===== src/design/tps_pkg.sv =====
package tps_pkg;

  localparam int PRESSURE_BITS = 16;

  localparam logic [15:0] PRESS_MASK = (PRESSURE_BITS >= 16) ? 16'hFFFF :
                                       16'((32'd1 << PRESSURE_BITS) - 32'd1);
  localparam logic [40:0] PRESS_MAX = (41'd1 << PRESSURE_BITS) - 41'd1;

  typedef enum logic [2:0] {
    MODE_MANUAL    = 3'd0,
    MODE_RAMP      = 3'd1,
    MODE_REGULATE  = 3'd2,
    MODE_OFF       = 3'd3,
    MODE_PASSIVATE = 3'd4,
    MODE_GABORT    = 3'd5,
    MODE_FABORT    = 3'd6
  } mode_t;

  localparam logic [2:0] CMD_PRESS  = 3'd1;
  localparam logic [2:0] CMD_ABORT  = 3'd2;
  localparam logic [2:0] CMD_PASSIV = 3'd3;
  localparam logic [2:0] CMD_RESET  = 3'd4;

  localparam logic [7:0] PRESS_ON  = 8'd1;
  localparam logic [7:0] PRESS_OFF = 8'd0;

  localparam logic [1:0] BALL_NONE  = 2'd0;
  localparam logic [1:0] BALL_CLOSE = 2'd1;
  localparam logic [1:0] BALL_OPEN  = 2'd2;
  localparam logic [1:0] BALL_CTRL  = 2'd3;

  localparam logic [2:0] REG_SET_PRESSURE = 3'd0;
  localparam logic [2:0] REG_EXIT_RATIO   = 3'd1;
  localparam logic [2:0] REG_BYPASS_EN    = 3'd2;
  localparam logic [2:0] REG_BYPASS_DELAY = 3'd3;
  localparam logic [2:0] REG_COMMS_DELAY  = 3'd4;
  localparam logic [2:0] REG_ABORT_DELAY  = 3'd5;
  localparam logic [2:0] REG_RAMP_RATE    = 3'd6;

  typedef struct packed {
    mode_t       state;
    logic        changed;
    logic        safety;
    logic        vent;
    logic [1:0]  ball;
    logic        creset;
    logic [15:0] base;
    logic [31:0] dt;
  } seq_word_t;

endpackage


===== src/design/tps_seq.sv =====
module tps_seq (
  input  logic                clk,
  input  logic                rst,
  input  logic                step,
  input  logic [2:0]          cmd_kind,
  input  logic [7:0]          cmd_value,
  input  logic [15:0]         tank_pressure,
  input  logic [31:0]         now_ms,
  input  logic [15:0]         setp,
  input  logic [31:0]         exit_prod,
  input  logic                bypass_enable,
  input  logic [31:0]         bypass_delay_ms,
  input  logic [31:0]         comms_loss_delay_ms,
  input  logic [31:0]         abort_flight_delay_ms,
  output tps_pkg::seq_word_t  res
);
  import tps_pkg::*;

  mode_t       mode;
  mode_t       mode_next;
  logic [31:0] ramp_entry_time;
  logic [31:0] off_entry_time;
  logic [31:0] abort_entry_time;
  logic [15:0] ramp_start_pressure;
  logic        safety_latch;
  logic        vent_latch;
  logic        safety_next;
  logic        vent_next;
  logic [15:0] tank_m;
  logic        changed;
  logic        exit_met;
  logic [31:0] ramp_dt;
  logic [31:0] off_dt;
  logic [31:0] abort_dt;

  assign tank_m   = tank_pressure & PRESS_MASK;
  assign exit_met = {1'b0, tank_m, 15'd0} >= exit_prod;
  assign ramp_dt  = now_ms - ramp_entry_time;
  assign off_dt   = now_ms - off_entry_time;
  assign abort_dt = now_ms - abort_entry_time;

  always_comb begin
    mode_next = mode;
    case (mode)
      MODE_MANUAL: begin
        if (cmd_kind == CMD_PRESS && cmd_value == PRESS_ON) mode_next = MODE_RAMP;
      end
      MODE_RAMP: begin
        if (cmd_kind == CMD_ABORT) mode_next = MODE_GABORT;
        else if (bypass_enable && ramp_dt >= bypass_delay_ms) mode_next = MODE_REGULATE;
        else if (exit_met) mode_next = MODE_REGULATE;
      end
      MODE_REGULATE: begin
        if (cmd_kind == CMD_ABORT) mode_next = MODE_GABORT;
        else if (cmd_kind == CMD_PRESS && cmd_value == PRESS_OFF) mode_next = MODE_OFF;
      end
      MODE_OFF: begin
        if (cmd_kind == CMD_ABORT) mode_next = MODE_FABORT;
        else if (cmd_kind == CMD_PASSIV) mode_next = MODE_PASSIVATE;
        else if (off_dt >= comms_loss_delay_ms) mode_next = MODE_PASSIVATE;
      end
      MODE_PASSIVATE, MODE_GABORT: begin
        if (cmd_kind == CMD_RESET) mode_next = MODE_MANUAL;
      end
      MODE_FABORT: begin
        if (abort_dt >= abort_flight_delay_ms) mode_next = MODE_PASSIVATE;
      end
      default: mode_next = MODE_GABORT;
    endcase
  end

  assign changed = mode_next != mode;

  always_comb begin
    safety_next = safety_latch;
    vent_next   = vent_latch;
    res         = '0;
    res.state   = mode_next;
    res.changed = changed;
    res.ball    = BALL_NONE;
    if (changed) begin
      case (mode_next)
        MODE_RAMP: begin
          safety_next = 1'b1;
          vent_next   = 1'b0;
          res.creset  = 1'b1;
        end
        MODE_OFF: begin
          safety_next = 1'b0;
          vent_next   = 1'b0;
          res.ball    = BALL_CLOSE;
        end
        MODE_GABORT: begin
          safety_next = 1'b0;
          vent_next   = 1'b1;
          res.ball    = BALL_CLOSE;
        end
        MODE_FABORT: begin
          safety_next = 1'b0;
          res.ball    = BALL_CLOSE;
        end
        MODE_REGULATE: begin
          res.creset = 1'b1;
        end
        default: ;
      endcase
    end
    case (mode_next)
      MODE_RAMP: begin
        res.ball = BALL_CTRL;
        res.base = changed ? tank_m : ramp_start_pressure;
        res.dt   = changed ? 32'd0 : ramp_dt;
      end
      MODE_REGULATE: begin
        res.ball    = BALL_CTRL;
        res.base    = setp;
        safety_next = 1'b1;
        vent_next   = 1'b0;
      end
      MODE_PASSIVATE: begin
        res.ball    = BALL_OPEN;
        safety_next = 1'b1;
        vent_next   = 1'b1;
      end
      default: ;
    endcase
    res.safety = safety_next;
    res.vent   = vent_next;
  end

  always_ff @(posedge clk) begin
    if (rst) begin
      mode                <= MODE_MANUAL;
      ramp_entry_time     <= '0;
      off_entry_time      <= '0;
      abort_entry_time    <= '0;
      ramp_start_pressure <= '0;
      safety_latch        <= 1'b0;
      vent_latch          <= 1'b0;
    end else if (step) begin
      mode         <= mode_next;
      safety_latch <= safety_next;
      vent_latch   <= vent_next;
      if (changed && mode_next == MODE_RAMP) begin
        ramp_entry_time     <= now_ms;
        ramp_start_pressure <= tank_m;
      end
      if (changed && mode_next == MODE_OFF) off_entry_time <= now_ms;
      if (changed && mode_next == MODE_FABORT) abort_entry_time <= now_ms;
    end
  end

endmodule


===== src/design/tps_ref.sv =====
module tps_ref (
  input  tps_pkg::seq_word_t  word,
  input  logic [15:0]         ramp_rate,
  output logic [15:0]         target
);
  import tps_pkg::*;

  logic [47:0] prod;
  logic [40:0] sum;

  assign prod = word.dt * ramp_rate;
  assign sum  = {25'd0, word.base} + {1'b0, prod[47:8]};

  always_comb begin
    if (word.ball != BALL_CTRL) target = '0;
    else if (sum > PRESS_MAX) target = PRESS_MAX[15:0];
    else target = sum[15:0];
  end

endmodule


===== src/design/tank_pressurization_sequencer_core.sv =====
// Channel | Dir | Handshake         | Word
// s       | in  | s_tvalid/s_tready | tuser: cmd_kind; tdata: cmd_value, tank_pressure, now_ms
// m       | out | m_tvalid/m_tready | tdata: fsm_state ... controller_reset
// cfg     | in  | cfg_we            | cfg_addr selects register, cfg_data value
//
// One word per cycle while m_tready does not stall the output, through these steps:
// Input register, sequencer state update, then reference multiply-add and output register.
// Reset (rst, synchronous) returns the sequencer to manual and loads register defaults.
// Each stage advances when the stage after it is empty or moving; bubbles are absorbed.
// A stalled output keeps s_tready high until all three stages are full.
module tank_pressurization_sequencer_core (
  input  logic        clk,
  input  logic        rst,
  input  logic        s_tvalid,
  output logic        s_tready,
  input  logic [55:0] s_tdata,   // cmd_value[7:0], tank_pressure[23:8], now_ms[55:24]
  input  logic [2:0]  s_tuser,   // cmd_kind[2:0]
  output logic        m_tvalid,
  input  logic        m_tready,
  output logic [31:0] m_tdata,   // fsm_state[2:0], state_changed[3], safety_open[4],
                                 // vent_open[5], ball_command[7:6], target_pressure[23:8],
                                 // controller_reset[24], zero[31:25]
  input  logic        cfg_we,
  input  logic [2:0]  cfg_addr,
  input  logic [31:0] cfg_data
);
  import tps_pkg::*;

  logic [15:0] set_pressure;
  logic [15:0] exit_ratio;
  logic        bypass_enable;
  logic [31:0] bypass_delay_ms;
  logic [31:0] comms_loss_delay_ms;
  logic [31:0] abort_flight_delay_ms;
  logic [15:0] ramp_rate;
  logic [15:0] setp;
  logic [31:0] exit_prod;

  logic        s1_valid;
  logic [2:0]  s1_kind;
  logic [7:0]  s1_value;
  logic [15:0] s1_tank;
  logic [31:0] s1_now;
  logic        s1_ready;

  logic        s2_valid;
  seq_word_t   s2_word;
  logic        s2_ready;
  seq_word_t   seq_res;

  logic        out_ready;
  logic [15:0] target;
  mode_t       out_state;
  logic        out_changed;
  logic        out_safety;
  logic        out_vent;
  logic [1:0]  out_ball;
  logic [15:0] out_target;
  logic        out_creset;

  assign setp      = set_pressure & PRESS_MASK;
  assign out_ready = !m_tvalid || m_tready;
  assign s2_ready  = !s2_valid || out_ready;
  assign s1_ready  = !s1_valid || s2_ready;
  assign s_tready  = s1_ready;

  always_ff @(posedge clk) begin
    if (rst) begin
      set_pressure          <= 16'd512;
      exit_ratio            <= 16'd32113;
      bypass_enable         <= 1'b1;
      bypass_delay_ms       <= 32'd5000;
      comms_loss_delay_ms   <= 32'd140000;
      abort_flight_delay_ms <= 32'd10000;
      ramp_rate             <= 16'd3277;
    end else if (cfg_we) begin
      case (cfg_addr)
        REG_SET_PRESSURE: set_pressure          <= cfg_data[15:0];
        REG_EXIT_RATIO:   exit_ratio            <= cfg_data[15:0];
        REG_BYPASS_EN:    bypass_enable         <= cfg_data[0];
        REG_BYPASS_DELAY: bypass_delay_ms       <= cfg_data;
        REG_COMMS_DELAY:  comms_loss_delay_ms   <= cfg_data;
        REG_ABORT_DELAY:  abort_flight_delay_ms <= cfg_data;
        REG_RAMP_RATE:    ramp_rate             <= cfg_data[15:0];
        default: ;
      endcase
    end
  end

  always_ff @(posedge clk) begin
    exit_prod <= exit_ratio * setp;
  end

  always_ff @(posedge clk) begin
    if (rst) begin
      s1_valid <= 1'b0;
    end else if (s1_ready) begin
      s1_valid <= s_tvalid;
    end
    if (s1_ready && s_tvalid) begin
      s1_kind  <= s_tuser;
      s1_value <= s_tdata[7:0];
      s1_tank  <= s_tdata[23:8];
      s1_now   <= s_tdata[55:24];
    end
  end

  tps_seq u_seq (
    .clk                   (clk),
    .rst                   (rst),
    .step                  (s1_valid && s2_ready),
    .cmd_kind              (s1_kind),
    .cmd_value             (s1_value),
    .tank_pressure         (s1_tank),
    .now_ms                (s1_now),
    .setp                  (setp),
    .exit_prod             (exit_prod),
    .bypass_enable         (bypass_enable),
    .bypass_delay_ms       (bypass_delay_ms),
    .comms_loss_delay_ms   (comms_loss_delay_ms),
    .abort_flight_delay_ms (abort_flight_delay_ms),
    .res                   (seq_res)
  );

  always_ff @(posedge clk) begin
    if (rst) begin
      s2_valid <= 1'b0;
    end else if (s2_ready) begin
      s2_valid <= s1_valid;
    end
    if (s2_ready && s1_valid) begin
      s2_word <= seq_res;
    end
  end

  tps_ref u_ref (
    .word      (s2_word),
    .ramp_rate (ramp_rate),
    .target    (target)
  );

  always_ff @(posedge clk) begin
    if (rst) begin
      m_tvalid <= 1'b0;
    end else if (out_ready) begin
      m_tvalid <= s2_valid;
    end
    if (out_ready && s2_valid) begin
      out_state   <= s2_word.state;
      out_changed <= s2_word.changed;
      out_safety  <= s2_word.safety;
      out_vent    <= s2_word.vent;
      out_ball    <= s2_word.ball;
      out_target  <= target;
      out_creset  <= s2_word.creset;
    end
  end

  assign m_tdata = {7'd0, out_creset, out_target, out_ball, out_vent, out_safety,
                    out_changed, out_state};

  a_target_unused: assert property (@(posedge clk) disable iff (rst)
    m_tvalid && out_ball != BALL_CTRL |-> out_target == 16'd0)
    else $error("reference not zero without controller drive");

  a_creset_on_change: assert property (@(posedge clk) disable iff (rst)
    m_tvalid && out_creset |-> out_changed &&
      (out_state == MODE_RAMP || out_state == MODE_REGULATE))
    else $error("controller reset outside ramp or regulate entry");

  a_passivate_valves: assert property (@(posedge clk) disable iff (rst)
    m_tvalid && out_state == MODE_PASSIVATE |-> out_safety && out_vent &&
      out_ball == BALL_OPEN)
    else $error("passivate without both valves open");

  a_regulate_valves: assert property (@(posedge clk) disable iff (rst)
    m_tvalid && out_state == MODE_REGULATE |-> out_safety && !out_vent)
    else $error("regulate with wrong valve latches");

  a_ready_only_full: assert property (@(posedge clk) disable iff (rst)
    !s_tready |-> s1_valid && s2_valid && m_tvalid && !m_tready)
    else $error("input stalled with room in the pipeline");

endmodule

===== config.mk =====
export PLATFORM = sky130hd
export DESIGN_NAME = tank_pressurization_sequencer_core
export DESIGN_NICKNAME = d
export VERILOG_FILES = /design/src/design/tps_pkg.sv /design/src/design/tps_seq.sv /design/src/design/tps_ref.sv /design/src/design/tank_pressurization_sequencer_core.sv
export SDC_FILE = /design/constraint.sdc
export NUM_CORES = 2
export LEC_CHECK = 0
export BUFFER_PORTS_ARGS = -buffer_cell sky130_fd_sc_hd__buf_2
export CORE_MARGIN = 4
export CORE_UTILIZATION = 65
export CTS_BUF_LIST = sky130_fd_sc_hd__clkbuf_4 sky130_fd_sc_hd__clkbuf_8
export DETAILED_ROUTE_END_ITERATION = 8
export PLACE_DENSITY = 0.83
export SETUP_SLACK_MARGIN = 0.4
export SKIP_LAST_GASP = 1
export SYNTH_ARGS = -nofsm -noshare
export SYNTH_HDL_FRONTEND = slang
export SYNTH_SLANG_ARGS = --single-unit

===== constraint.sdc =====
create_clock -name clk -period 13.5 [get_ports clk]
set_input_delay 1.35 -clock clk [delete_from_list [all_inputs] [get_ports clk]]
set_output_delay 1.35 -clock clk [all_outputs]
set_load 0.005 [all_outputs]

==> metrics <==
outcome=finished clean; PnR worst setup slack=3.52 ns; Reg area=0.0102 mm^2; TritonRoute pass-1 iters=9; nets=6622; Initial Utilization=65.6%; net switching power=0.00516 W; synth unique cells=88; via count=38000; Layout Skew=0.0592 ns; HP Class=flop to flop; drt wl/cell=19.2 um; H-tree depth=3; die area=0.0782 mm^2; Post-synth top flop=dfxtp_1; Vias per Instance=5.85; simple logic cell fraction of the synthesized area=17.5%; TritonCTS clock tree=built; Hold Buf Count CTS=0; top post-synthesis cells by count=942 x nand2_1, 925 x inv_1, 615 x fa_1; Area growth syn-to-layout=5.99%; top-count cell post-synth=nand2_1; Design Area, Final=0.0508 mm^2; largest family of logic cells by synthesized area=adder cells; crit-path most repeated cell=fa_1; Power Density=200 mW/mm^2; Synth Area in XOR/XNOR=2.94%; Fin. Hold Viols=0; Pwr Total=0.0101 W; clk slew on worst S/H paths=0.06 ns; Synthesis Warnings=0; Synth Area in Adders=37.2%; clock share of power=12.8%; Post-synth EDFFs=141; Static Leak=23.0 nW; Die X=280 um; Crit path arrival time=10.39 ns; sequential power share=14.9%; Core Region=0.0731 mm^2; layout cell share with drive strength beyond 1=6.48%; worst hold start=s2_word[52]$_DFFE_PP_; WL final=125000 um; first-pass GRT wire length=202000 um; Synth Area in Compound Gates=10.4%; Final Cycle Share=74.0%; Crit. End Element=flop; Final setup violation count=0; switching part of the total=50.9%; Die Ht=280 um; CP peak stage delay=1.13 ns; final worst path period need=9.98 ns; Synth area leaders=fa_1 26%, dfxtp_1 12%, ha_1 12%; CTS Sinks=438; Post-synth ARST share=0%; antenna violations before repair=13; Reg-to-Reg End=out_target[0]$_SDFFCE_PP0P_; Clock Latency Late Sink=0.71 ns; post-CTS setup buffers=0; MaxCap Viol Count=0; Fin Setup TNS=0 ns; Root Driver=clkbuf_8; Crit Path Max Fanout=33; Combinational Power Share=72.3%; sequential-to-total area share from yosys stat=21.2%; worst r2r src=ramp_rate[5]$_SDFFE_PP0P_; Overflow after GRT=0; gr usage total=32.4%; Yosys top cell area share=25.7%; # placed instances=6349; Cell Area, Synth=0.0480 mm^2; multi-input logic area=0.0334 mm^2; largest net degree at the start of global routing=181; pre-CTS setup slack=3.62 ns; Max VDD drop=0.434 mV; Post-Syn Area per Cell=8.79 um^2; IO buf count=125; worst path required time=13.90 ns; cts bufs inserted=74; 1st-iter DRT viols=3072; slowest CP cell=dfxtp_1; vias in the first global route=39100; internal power=0.00498 W; Rel. slew slack=18.4%; antenna viol nets, final=0; post-DP HPWL=93600 um; R2R Setup Slk=3.52 ns; final std cells w/o fill=6492; post-place instance area=0.0492 mm^2; CP Launch Type=flop; RSZ-0062 raised after global routing=no; largest area contributor in the netlist=fa_1; mux cell area share after synthesis=1.46%; IO Pins=133; clk buf depth=3; Post-CTS Resized=0; drt drc=0; FP Rows=99; hold endpoint=out_safety$_DFFE_PP_; Post-Syn Instances=5455; fillers=5506; Worst Hold Depth=0; fin. max-slew vios=0; Max Fclk=0.100 GHz; GPL Wtd Cong=0.947; Worst-Margin Slew=1.22 ns; Reg2Reg Depth=29; crit path kind=flop to flop; flip-flop and latch count after synthesis=438
==> worst max-delay path by stage <==
stage / startpoint / to / slack [ns]
floorplan: s2_word[7]$_SDFFCE_PP0P_ / out_target[10]$_SDFFCE_PP0P_ / 5.18
global placement: ramp_rate[5]$_SDFFE_PP0P_ / out_target[14]$_SDFFCE_PP0P_ / 3.93
detailed placement: ramp_rate[5]$_SDFFE_PP0P_ / out_target[0]$_SDFFCE_PP0P_ / 3.62
CTS: ramp_rate[5]$_SDFFE_PP0P_ / out_target[0]$_SDFFCE_PP0P_ / 3.62
global route: ramp_rate[5]$_SDFFE_PP0P_ / out_target[2]$_SDFFCE_PP0P_ / 2.96
finish: ramp_rate[5]$_SDFFE_PP0P_ / out_target[0]$_SDFFCE_PP0P_ / 3.52
==> worst max-delay path: cells and delay by family (launching register included) <==
kind	cells	cell delay, ns
AO/OA/AOI/OAI	10	2.63
XOR/XNOR	1	0.17
adder cells (fa/ha/maj)	8	3.19
buffers and inverters	2	0.12
flip-flops	1	1.13
AND/OR/NAND/NOR	8	2.47
==> power groups by stage <==
stage	sequential (W)	clock, W	combinational [W]
4_1_cts	0.00151	0.00131	0.00726
5_1_grt	0.00152	0.00137	0.00808
2_1_floorplan	0.00148	0	0.00547
3_3_place_gp	0.00153	0	0.00706
3_5_place_dp	0.00153	0	0.00719
6_report	0.00151	0.00130	0.00734
==> final cells by class <==
cell class,count,share of cell area [%]
multi-input cells,3862,65.8
repair buffers,164,1.82
diodes,9,0.0443
clock inverters,26,0.453
clock buffers,108,2.64
inverters,926,6.84
flip-flops and latches,438,20.0
well taps,959,2.36
==> placed cells by master, fill, tap and decap left out, types with 32 or more instances in the layout <==
master and count:
clkbuf_8 86, a21o_1 102, ha_1 442, xnor2_1 102, nor2_1 202, a21oi_1 310
buf_2 124, nand3b_1 32, o21ai_0 99, nand2_1 942, nand3_1 46, nor2b_1 39
mux2i_1 69, fa_1 615, edfxtp_1 141, nor3_1 39, buf_4 39, inv_1 924
and2_1 336, dfxtp_1 297, xor2_1 59
==> flip-flops by register name, summed over array words and instances, names as in the netlist, 8 cells and up <==
name                       flops
u_seq.off_entry_time          32
s1_tank                       16
comms_loss_delay_ms           32
abort_flight_delay_ms         32
out_target                    16
exit_ratio                    16
u_seq.ramp_start_pressure     16
u_seq.abort_entry_time        32
u_seq.ramp_entry_time         32
exit_prod                     32
bypass_delay_ms               32
s2_word                       57
ramp_rate                     16
s1_value                       8
set_pressure                  16
s1_now                        32
==> logic make-up after synthesis <==
kind of cell | Yosys count
xor+xnor | 161
fa+ha+maj | 1057
other cells | 1
compound gates | 774
mux | 70
buf+inv | 1161
simple gates | 1793
flops | 438
==> per-layer routing <==
| metal | wire [um] | track usage [%] | up-vias |
|---|---|---|---|
| met4 | 6550 | 15.8 | 10 |
| met1 | 47800 | 41.6 | 18500 |
| li1 | - | - | 17400 |
| met5 | 63 | 0 | - |
| met3 | 11700 | 6.38 | 408 |
| met2 | 58700 | 53.0 | 1739 |
==> through the flow <==
stage	hold WS [ns]	utilization [%]
after global placement	0.403	67.4
after CTS	0.423	69.5
after global routing	0.437	69.5
after detailed placement	0.407	67.4
final	0.421	69.5
after floorplan	0.400	-
(Power assumes the default switching activity.)
